`config.mk`:
```
export PLATFORM = sky130hd
export DESIGN_NAME = texture_mip_chain_layout
export DESIGN_NICKNAME = d
export VERILOG_FILES = /design/src/hdl/tmcl_pkg.sv /design/src/hdl/texture_mip_chain_layout.sv /design/src/hdl/tmcl_decode.sv /design/src/hdl/tmcl_lane_mul.sv /design/src/hdl/tmcl_sum_tree.sv
export SDC_FILE = /design/constraint.sdc
export NUM_CORES = 2
export LEC_CHECK = 0
export ABC_AREA = 0
export CAP_MARGIN = 20
export CORE_MARGIN = 2
export CORE_UTILIZATION = 53
export CTS_BUF_LIST = sky130_fd_sc_hd__clkbuf_8
export DETAILED_ROUTE_END_ITERATION = 16
export DONT_BUFFER_PORTS = 1
export PLACE_DENSITY = 0.8
export SETUP_SLACK_MARGIN = 0.5
export SYNTH_ARGS = -nofsm -noshare
export SYNTH_HDL_FRONTEND = slang
export SYNTH_SLANG_ARGS = --single-unit
export TNS_END_PERCENT = 30
```
`constraint.sdc`:
```
create_clock -name clk -period 47.8 [get_ports clk]
set_input_delay 4.78 -clock clk [delete_from_list [all_inputs] [get_ports clk]]
set_output_delay 4.78 -clock clk [all_outputs]
set_load 0.02 [all_outputs]
```
`src/hdl/tmcl_pkg.sv`:
```
// shared types, constants and helpers of the mip chain layout block
package tmcl_pkg;

  localparam int MAX_DIM    = 16384;
  localparam int MAX_LEVELS = 15;

  localparam int WORD_W     = 32;
  localparam int DIM_W      = 15;
  localparam int ROW_SHIFT  = 8;                       // 256 byte row alignment
  localparam int PIX_SHIFT  = 2;                       // 4 bytes per pixel
  localparam int UNIT_SHIFT = ROW_SHIFT - PIX_SHIFT;   // pixels per 256 byte row unit
  localparam int UNITS_W    = DIM_W - UNIT_SHIFT;
  localparam int PITCH_W    = UNITS_W + ROW_SHIFT;
  localparam int LVL_W      = $clog2(MAX_LEVELS + 1);
  localparam int CHAIN_W    = $clog2(DIM_W + 1);
  localparam int PROD_W     = UNITS_W + DIM_W;
  localparam int GROUP      = 4;
  localparam int NGROUP     = (MAX_LEVELS + GROUP - 1) / GROUP;
  localparam int PAD_LANES  = NGROUP * GROUP;
  localparam int GSUM_W     = PROD_W + $clog2(GROUP);
  localparam int TSUM_W     = PROD_W + $clog2(PAD_LANES);

  typedef enum logic {
    ST_OK      = 1'b0,
    ST_INVALID = 1'b1
  } tmcl_status_t;

  typedef struct packed {
    logic [WORD_W-1:0] tex_width;
    logic [WORD_W-1:0] tex_height;
    logic [WORD_W-1:0] level_count;
    logic [WORD_W-1:0] query_level;
    logic [WORD_W-1:0] declared_pitch;
    logic [WORD_W-1:0] declared_total;
    logic [WORD_W-1:0] reserved_word0;
    logic [WORD_W-1:0] reserved_word1;
    logic [WORD_W-1:0] reserved_word2;
  } tmcl_in_t;

  typedef struct packed {
    logic               status;
    logic [WORD_W-1:0]  mip_offset;
    logic [WORD_W-1:0]  mip_bytes;
    logic [DIM_W-1:0]   mip_width;
    logic [DIM_W-1:0]   mip_height;
    logic [PITCH_W-1:0] mip_pitch;
    logic               layout_valid;
  } tmcl_out_t;

  // per item data that rides along the pipeline beside the lanes
  typedef struct packed {
    logic               q_ok;
    logic               lay_pre;
    logic [WORD_W-1:0]  dtotal;
    logic [DIM_W-1:0]   qw;
    logic [DIM_W-1:0]   qh;
    logic [PITCH_W-1:0] qpitch;
    logic [WORD_W-1:0]  qbytes;
  } tmcl_side_t;

  typedef logic [MAX_LEVELS-1:0][UNITS_W-1:0] tmcl_units_t;
  typedef logic [MAX_LEVELS-1:0][DIM_W-1:0]   tmcl_dims_t;
  typedef logic [MAX_LEVELS-1:0][PROD_W-1:0]  tmcl_prods_t;

  // level dimension, floored at one
  function automatic logic [DIM_W-1:0] dim_at(logic [DIM_W-1:0] b, logic [LVL_W-1:0] k);
    logic [DIM_W-1:0] v;
    v = b >> k;
    if (v == '0) begin
      v = DIM_W'(1);
    end
    return v;
  endfunction

  // number of 256 byte units in one row
  function automatic logic [UNITS_W-1:0] units_of(logic [DIM_W-1:0] d);
    logic [DIM_W:0] t;
    t = {1'b0, d} + (DIM_W + 1)'((1 << UNIT_SHIFT) - 1);
    return UNITS_W'(t >> UNIT_SHIFT);
  endfunction

endpackage

```
`src/hdl/texture_mip_chain_layout.sv`:
```
// top level of the mip chain layout block: pipeline stages and output register
//
// Takes one RGBA8 texture descriptor plus a queried mip level per item on
// the in_ channel (valid/ready) and returns one result item per input on
// the out_ channel (valid/ready), in order. Levels are packed smallest
// first; the result gives the queried level's offset, size, width, height
// and row pitch, a status flag, and a flag for the whole descriptor.
// An accepted item reaches out_valid through five registers: decode, lane
// multiply, two adder tree stages and the output register. One item is
// accepted in every cycle while the receiver takes results, so throughput
// is one item per cycle; the per level products run in parallel lanes,
// one per level.
// Reset (rst_n low at a clock edge) empties all stages; no result is
// pending afterwards. When the receiver holds out_ready low with a result
// waiting, the whole pipeline holds and in_ready drops, so nothing is lost
// or repeated; in_ready returns as soon as the waiting result is taken.
module texture_mip_chain_layout import tmcl_pkg::*; (
  input  logic      clk,
  input  logic      rst_n,
  input  logic      in_valid,
  output logic      in_ready,
  input  tmcl_in_t  in_data,
  output logic      out_valid,
  input  logic      out_ready,
  output tmcl_out_t out_data
);

  logic                  en;
  logic                  v1;
  tmcl_side_t            side1;
  tmcl_units_t           units1;
  tmcl_dims_t            lh1;
  logic [MAX_LEVELS-1:0] off_en1;
  logic [MAX_LEVELS-1:0] tot_en1;
  logic                  v2;
  tmcl_side_t            side2;
  tmcl_prods_t           off2;
  tmcl_prods_t           tot2;
  logic                  v4;
  tmcl_side_t            side4;
  logic [TSUM_W-1:0]     off_sum4;
  logic [TSUM_W-1:0]     tot_sum4;
  logic                  out_valid_r;
  tmcl_out_t             out_data_r;
  tmcl_out_t             out_data_nxt;
  logic [WORD_W-1:0]     offset;
  logic [WORD_W-1:0]     total;

  // pipeline advances whenever the output register is free or drains
  assign en       = !out_valid_r || out_ready;
  assign in_ready = en;

  tmcl_decode u_decode (
    .clk      (clk),
    .rst_n    (rst_n),
    .en       (en),
    .in_valid (in_valid),
    .in_data  (in_data),
    .v_r      (v1),
    .side_r   (side1),
    .units_r  (units1),
    .lh_r     (lh1),
    .off_en_r (off_en1),
    .tot_en_r (tot_en1)
  );

  tmcl_lane_mul u_lane_mul (
    .clk      (clk),
    .rst_n    (rst_n),
    .en       (en),
    .v_i      (v1),
    .side_i   (side1),
    .units_i  (units1),
    .lh_i     (lh1),
    .off_en_i (off_en1),
    .tot_en_i (tot_en1),
    .v_r      (v2),
    .side_r   (side2),
    .off_r    (off2),
    .tot_r    (tot2)
  );

  tmcl_sum_tree u_sum_tree (
    .clk       (clk),
    .rst_n     (rst_n),
    .en        (en),
    .v_i       (v2),
    .side_i    (side2),
    .off_i     (off2),
    .tot_i     (tot2),
    .v_r       (v4),
    .side_r    (side4),
    .off_sum_r (off_sum4),
    .tot_sum_r (tot_sum4)
  );

  // result assembly
  always_comb begin
    offset = WORD_W'({off_sum4, ROW_SHIFT'(0)});
    total  = WORD_W'({tot_sum4, ROW_SHIFT'(0)});
    out_data_nxt.layout_valid = side4.lay_pre && (side4.dtotal == total);
    if (side4.q_ok) begin
      out_data_nxt.status     = ST_OK;
      out_data_nxt.mip_offset = offset;
      out_data_nxt.mip_bytes  = side4.qbytes;
      out_data_nxt.mip_width  = side4.qw;
      out_data_nxt.mip_height = side4.qh;
      out_data_nxt.mip_pitch  = side4.qpitch;
    end else begin
      out_data_nxt.status     = ST_INVALID;
      out_data_nxt.mip_offset = '0;
      out_data_nxt.mip_bytes  = '0;
      out_data_nxt.mip_width  = '0;
      out_data_nxt.mip_height = '0;
      out_data_nxt.mip_pitch  = '0;
    end
  end

  // output valid
  always_ff @(posedge clk) begin
    if (!rst_n) begin
      out_valid_r <= 1'b0;
    end else if (en) begin
      out_valid_r <= v4;
    end
  end

  // output payload
  always_ff @(posedge clk) begin
    if (en) begin
      out_data_r <= out_data_nxt;
    end
  end

  assign out_valid = out_valid_r;
  assign out_data  = out_data_r;

endmodule

```
`src/hdl/tmcl_decode.sv`:
```
// first stage: descriptor checks, chain length and per level dimensions
module tmcl_decode import tmcl_pkg::*; (
  input  logic        clk,
  input  logic        rst_n,
  input  logic        en,
  input  logic        in_valid,
  input  tmcl_in_t    in_data,
  output logic        v_r,
  output tmcl_side_t  side_r,
  output tmcl_units_t units_r,
  output tmcl_dims_t  lh_r,
  output logic [MAX_LEVELS-1:0] off_en_r,
  output logic [MAX_LEVELS-1:0] tot_en_r
);

  logic                  dims_ok;
  logic                  cnt_ok;
  logic                  base_ok;
  logic [DIM_W-1:0]      w_s;
  logic [DIM_W-1:0]      h_s;
  logic [DIM_W-1:0]      m_s;
  logic [CHAIN_W-1:0]    chain;
  logic [LVL_W-1:0]      lq;
  logic [PITCH_W-1:0]    pitch0;
  tmcl_side_t            side_nxt;
  tmcl_units_t           units_nxt;
  tmcl_dims_t            lh_nxt;
  logic [MAX_LEVELS-1:0] off_en_nxt;
  logic [MAX_LEVELS-1:0] tot_en_nxt;

  // range checks and chain length
  always_comb begin
    dims_ok = (in_data.tex_width != '0) && (in_data.tex_height != '0) &&
              (in_data.tex_width <= WORD_W'(MAX_DIM)) &&
              (in_data.tex_height <= WORD_W'(MAX_DIM));
    cnt_ok  = (in_data.level_count != '0) &&
              (in_data.level_count <= WORD_W'(MAX_LEVELS));
    base_ok = dims_ok && cnt_ok;
    w_s     = in_data.tex_width[DIM_W-1:0];
    h_s     = in_data.tex_height[DIM_W-1:0];
    m_s     = (w_s > h_s) ? w_s : h_s;
    chain   = '0;
    for (int i = 0; i < DIM_W; i++) begin
      if (m_s[i]) begin
        chain = CHAIN_W'(i + 1);
      end
    end
    lq     = in_data.query_level[LVL_W-1:0];
    pitch0 = {units_of(w_s), ROW_SHIFT'(0)};
  end

  // side data and lanes
  always_comb begin
    side_nxt.q_ok    = base_ok && (in_data.query_level < in_data.level_count);
    side_nxt.lay_pre = base_ok &&
                       (in_data.level_count == WORD_W'(chain)) &&
                       (in_data.declared_pitch == WORD_W'(pitch0)) &&
                       (in_data.reserved_word0 == '0) &&
                       (in_data.reserved_word1 == '0) &&
                       (in_data.reserved_word2 == '0);
    side_nxt.dtotal  = in_data.declared_total;
    side_nxt.qw      = dim_at(w_s, lq);
    side_nxt.qh      = dim_at(h_s, lq);
    side_nxt.qpitch  = {units_of(side_nxt.qw), ROW_SHIFT'(0)};
    side_nxt.qbytes  = '0;
    for (int k = 0; k < MAX_LEVELS; k++) begin
      units_nxt[k]  = units_of(dim_at(w_s, LVL_W'(k)));
      lh_nxt[k]     = dim_at(h_s, LVL_W'(k));
      tot_en_nxt[k] = WORD_W'(k) < in_data.level_count;
      off_en_nxt[k] = (WORD_W'(k) > in_data.query_level) && tot_en_nxt[k];
    end
  end

  // stage valid
  always_ff @(posedge clk) begin
    if (!rst_n) begin
      v_r <= 1'b0;
    end else if (en) begin
      v_r <= in_valid;
    end
  end

  // stage payload
  always_ff @(posedge clk) begin
    if (en) begin
      side_r   <= side_nxt;
      units_r  <= units_nxt;
      lh_r     <= lh_nxt;
      off_en_r <= off_en_nxt;
      tot_en_r <= tot_en_nxt;
    end
  end

endmodule

```
`src/hdl/tmcl_lane_mul.sv`:
```
// second stage: one multiplier per level lane plus the queried level's size
module tmcl_lane_mul import tmcl_pkg::*; (
  input  logic        clk,
  input  logic        rst_n,
  input  logic        en,
  input  logic        v_i,
  input  tmcl_side_t  side_i,
  input  tmcl_units_t units_i,
  input  tmcl_dims_t  lh_i,
  input  logic [MAX_LEVELS-1:0] off_en_i,
  input  logic [MAX_LEVELS-1:0] tot_en_i,
  output logic        v_r,
  output tmcl_side_t  side_r,
  output tmcl_prods_t off_r,
  output tmcl_prods_t tot_r
);

  tmcl_side_t        side_nxt;
  tmcl_prods_t       off_nxt;
  tmcl_prods_t       tot_nxt;
  logic [PROD_W-1:0] prod;
  logic [PROD_W-1:0] qprod;

  // row units times height, masked per sum
  always_comb begin
    prod = '0;
    for (int k = 0; k < MAX_LEVELS; k++) begin
      prod       = PROD_W'(units_i[k]) * PROD_W'(lh_i[k]);
      off_nxt[k] = off_en_i[k] ? prod : '0;
      tot_nxt[k] = tot_en_i[k] ? prod : '0;
    end
    qprod           = PROD_W'(side_i.qpitch[PITCH_W-1:ROW_SHIFT]) * PROD_W'(side_i.qh);
    side_nxt        = side_i;
    side_nxt.qbytes = WORD_W'({qprod, ROW_SHIFT'(0)});
  end

  // stage valid
  always_ff @(posedge clk) begin
    if (!rst_n) begin
      v_r <= 1'b0;
    end else if (en) begin
      v_r <= v_i;
    end
  end

  // stage payload
  always_ff @(posedge clk) begin
    if (en) begin
      side_r <= side_nxt;
      off_r  <= off_nxt;
      tot_r  <= tot_nxt;
    end
  end

endmodule

```
`src/hdl/tmcl_sum_tree.sv`:
```
// third and fourth stages: registered adder tree over the level lanes
module tmcl_sum_tree import tmcl_pkg::*; (
  input  logic              clk,
  input  logic              rst_n,
  input  logic              en,
  input  logic              v_i,
  input  tmcl_side_t        side_i,
  input  tmcl_prods_t       off_i,
  input  tmcl_prods_t       tot_i,
  output logic              v_r,
  output tmcl_side_t        side_r,
  output logic [TSUM_W-1:0] off_sum_r,
  output logic [TSUM_W-1:0] tot_sum_r
);

  logic                           va_r;
  tmcl_side_t                     sidea_r;
  logic [NGROUP-1:0][GSUM_W-1:0]  goff_r;
  logic [NGROUP-1:0][GSUM_W-1:0]  gtot_r;
  logic [NGROUP-1:0][GSUM_W-1:0]  goff_nxt;
  logic [NGROUP-1:0][GSUM_W-1:0]  gtot_nxt;
  logic [TSUM_W-1:0]              off_sum_nxt;
  logic [TSUM_W-1:0]              tot_sum_nxt;

  // group sums of up to four lanes
  always_comb begin
    for (int g = 0; g < NGROUP; g++) begin
      goff_nxt[g] = '0;
      gtot_nxt[g] = '0;
      for (int j = 0; j < GROUP; j++) begin
        if (g * GROUP + j < MAX_LEVELS) begin
          goff_nxt[g] = goff_nxt[g] + GSUM_W'(off_i[g * GROUP + j]);
          gtot_nxt[g] = gtot_nxt[g] + GSUM_W'(tot_i[g * GROUP + j]);
        end
      end
    end
  end

  // final sum over the groups
  always_comb begin
    off_sum_nxt = '0;
    tot_sum_nxt = '0;
    for (int g = 0; g < NGROUP; g++) begin
      off_sum_nxt = off_sum_nxt + TSUM_W'(goff_r[g]);
      tot_sum_nxt = tot_sum_nxt + TSUM_W'(gtot_r[g]);
    end
  end

  // stage valids
  always_ff @(posedge clk) begin
    if (!rst_n) begin
      va_r <= 1'b0;
      v_r  <= 1'b0;
    end else if (en) begin
      va_r <= v_i;
      v_r  <= va_r;
    end
  end

  // stage payloads
  always_ff @(posedge clk) begin
    if (en) begin
      sidea_r   <= side_i;
      goff_r    <= goff_nxt;
      gtot_r    <= gtot_nxt;
      side_r    <= sidea_r;
      off_sum_r <= off_sum_nxt;
      tot_sum_r <= tot_sum_nxt;
    end
  end

endmodule
```
==> impl_metrics.yaml <==
critical_path:
  critPathRequiredTime_ns: 43.02
  slowest_delay_ns: 0.38
  end_kind: "output pin"
  path_class: "input pin to output pin"
  start_kind: "input pin"
  cp.arrival_ns: 5.20
  slowest_stage: "nand2b_4"
  worstPathMaxFanout: 29
  critPathBufInv: 0
  path_cells: "nand2b_4"
  crit_family: "simple AND/OR/NAND/NOR gates"
placement:
  hpwl_um: 147000
  gp_congestion: 1.11
  portBuffers: 0
sta:
  hold_viol_final: 0
  period_needed_ns: 9.98
  setup_tns_ns: 0
  slew_violations: 0
  rsz0062_at_grt: "false"
  whs_ns: 0.382
  finalCritPeriodShare_pct: 20.9
  finalSetupViolations: 0
  tightest_slew_ns: 1.17
  skew_ns: 0.0506
  max_slew_margin_pct: 21.1
  max_clock_freq_mhz: 100
pwr:
  peakVddDrop_v: 0.0000692
  intPower_mw: 2.82
  power.leakage_nw: 38.5
  p_clk_share_pct: 18.2
  p_seq_share_pct: 31.9
  p_sw_mw: 1.95
  combPwrFrac_pct: 49.9
  switching_share_pct: 40.8
  power.density_nw_per_um2: 57.0
detailed_routing:
  top_layer: "met4"
  wire_per_inst_um: 21.9
  drt-initial-drc-count: 3944
  drc: 0
  vias: 48108
  drt-pass1-iter-count: 6
  ant_nets: 0
  via_per_inst: 5.58
  wirelength_um: 189000
  wl_met3_um: 16700
  wl_met1_um: 76700
  met2WireLength_um: 88300
synth:
  synth_edf_count: 1164
  yosysWarnings: 0
  ys_types: 83
  avgSynthCellArea_um2: 11.9
  synth_flop_cell: "edfxtp_1"
  ys_ff_latch: 1169
  synth_area_um2: 78400
  async_reset_ff_share_pct: 0
  seq_area_frac_synth_pct: 44.7
  syn_inst: 6583
floorplan:
  die_w_um: 389
  die_h_um: 389
  ioPinCount: 407
  core_area_um2: 147000
  dieArea_um2: 151000
  row_count: 141
  start_util_pct: 53.2
grt:
  grt_pass1_wl_um: 287000
  grt_usage_pct: 25.1
  grt_pass1_vias: 49227
  antenna_found_initial: 21
  grt-ovfl-total: 0
  grt_max_degree: 204
final_layout:
  final_cell_mix: "1164 x edfxtp_1, 928 x inv_1, 678 x and2_1"
  ff_latch_area_um2: 35100
  final_core_util_pct: 56.8
  fin_nets: 8121
  drive_above_1_share_pct: 4.73
  syn2layout_area_growth_pct: 6.68
  final_common_cell: "edfxtp_1"
  fillerInstances: 11519
  multi_input_area_um2: 38800
run_status:
  outcome: "finished clean"
clock_tree:
  clockBufferDepth: 3
  cts_tree: "yes"
  htreeDepth: 4
  ctsResizeCount: 0
  postCtsSetupBuffers: 0
  ctsRootBufferMaster: "clkbuf_8"
  clkTransAtPathRegs_ns: 0.06
  cts_buffers: 192
  cts_sinks: 1169
  cts_hold_buf: 0
  clkLatencyLatePin_ns: 0.94
run:
  maxCapViolations: 0
hold_path:
  min_path_type: "flip-flop to flip-flop"
[worst paths after layout]
check | start | end | slack [ns] | cells past startpoint
min | u_sum_tree.sidea_r[60] | u_sum_tree.side_r[60] | 0.38 | 0
min reg2reg | u_sum_tree.sidea_r[60] | u_sum_tree.side_r[60] | 0.38 | 0
max | out_ready | in_ready | 37.82 | 1
max reg2reg | u_decode.side_r[42] | u_lane_mul.side_r[31] | 41.55 | 18
[state kept, by name (all words and copies together), names as in the netlist, 24 cells and up]
| register | flops |
|---|---|
| u_sum_tree.side_r | 97 |
| u_lane_mul.side_r | 97 |
| out_data | 89 |
| u_lane_mul.off_r | 158 |
| u_sum_tree.goff_r | 58 |
| u_decode.units_r | 58 |
| u_sum_tree.off_sum_r | 24 |
| u_sum_tree.tot_sum_r | 24 |
| u_lane_mul.tot_r | 182 |
| u_decode.side_r | 73 |
| u_decode.lh_r | 120 |
| u_sum_tree.gtot_r | 58 |
| u_sum_tree.sidea_r | 97 |
[power groups by stage]
| stage | clock [mW] | sequential, mW | combinational (mW) |
|---|---|---|---|
| after floorplan | 0 | 1.49 | 1.65 |
| after global placement | 0 | 1.53 | 2.25 |
| after detailed placement | 0 | 1.54 | 2.33 |
| after CTS | 0.890 | 1.52 | 2.35 |
| after global routing | 0.932 | 1.53 | 2.62 |
| final | 0.869 | 1.52 | 2.38 |
[layer usage]
metal  up-vias  global-route usage, %
met2      2103                   40.7
met1     23768                   33.2
met4         0                   9.32
li1      21910                      -
met5         -                      0
met3       327                   5.66
[cells by family (layout without fill, tap and decap cells)]
logic type / count (synthesis) / count (layout) / share of synthesized area (%)
buffers and inverters: 1191 / 1254 / 5.89
and+or+nand+nor: 1913 / 1913 / 12.7
other: 2 / 45 / 0.00958
DFF: 1169 / 1169 / 44.7
AOI/OAI and AO/OA: 644 / 644 / 5.25
muxes: 52 / 52 / 0.913
xor gates and xnor gates: 301 / 301 / 3.36
adders and majority gates: 1311 / 1311 / 27.1
[synthesized netlist by cell type, types with 19 or more instances]
cell type	count	area, um2
xor2_1	93	815
nor3_1	68	340
nand2b_1	36	225
buf_4	25	188
and2_1	678	4240
a211oi_1	25	188
o21ai_0	128	641
edfxtp_1	1164	35000
o21bai_1	27	203
ha_1	666	8330
inv_1	880	3300
o21a_1	40	300
nand4_1	39	244
clkbuf_1	259	972
nor2_1	203	762
xnor2_1	208	1820
nand2_1	565	2120
nand3_1	48	240
fa_1	645	12900
a31oi_1	19	119
mux2i_1	37	370
nor4_1	73	457
a21oi_1	200	1000
nor2b_1	77	482
a21o_1	65	488
and3_1	76	475
[final cells by class]
type                            instances  area share, %
Inverter                              881           3.96
Tap cell                             1930           2.89
Sequential cell                      1169           41.9
Clock inverter                        157           1.35
Antenna cell                           15         0.0449
Timing Repair Buffer                   23          0.233
Multi-Input combinational cell       4251           46.4
Clock buffer                          193           3.18
[per-stage QoR]
step	setup WS (ns)	cell area (um2)	instances	total power [mW]
global route	37.78	83600	8611	5.08
global placement	37.80	79800	8253	3.78
CTS	37.79	83600	8603	4.76
finish	37.82	83600	8619	4.76
detailed placement	37.79	79800	8253	3.87
floorplan	6.41	78500	6611	3.14
No activity file was read; power rests on OpenSTA's default activity.
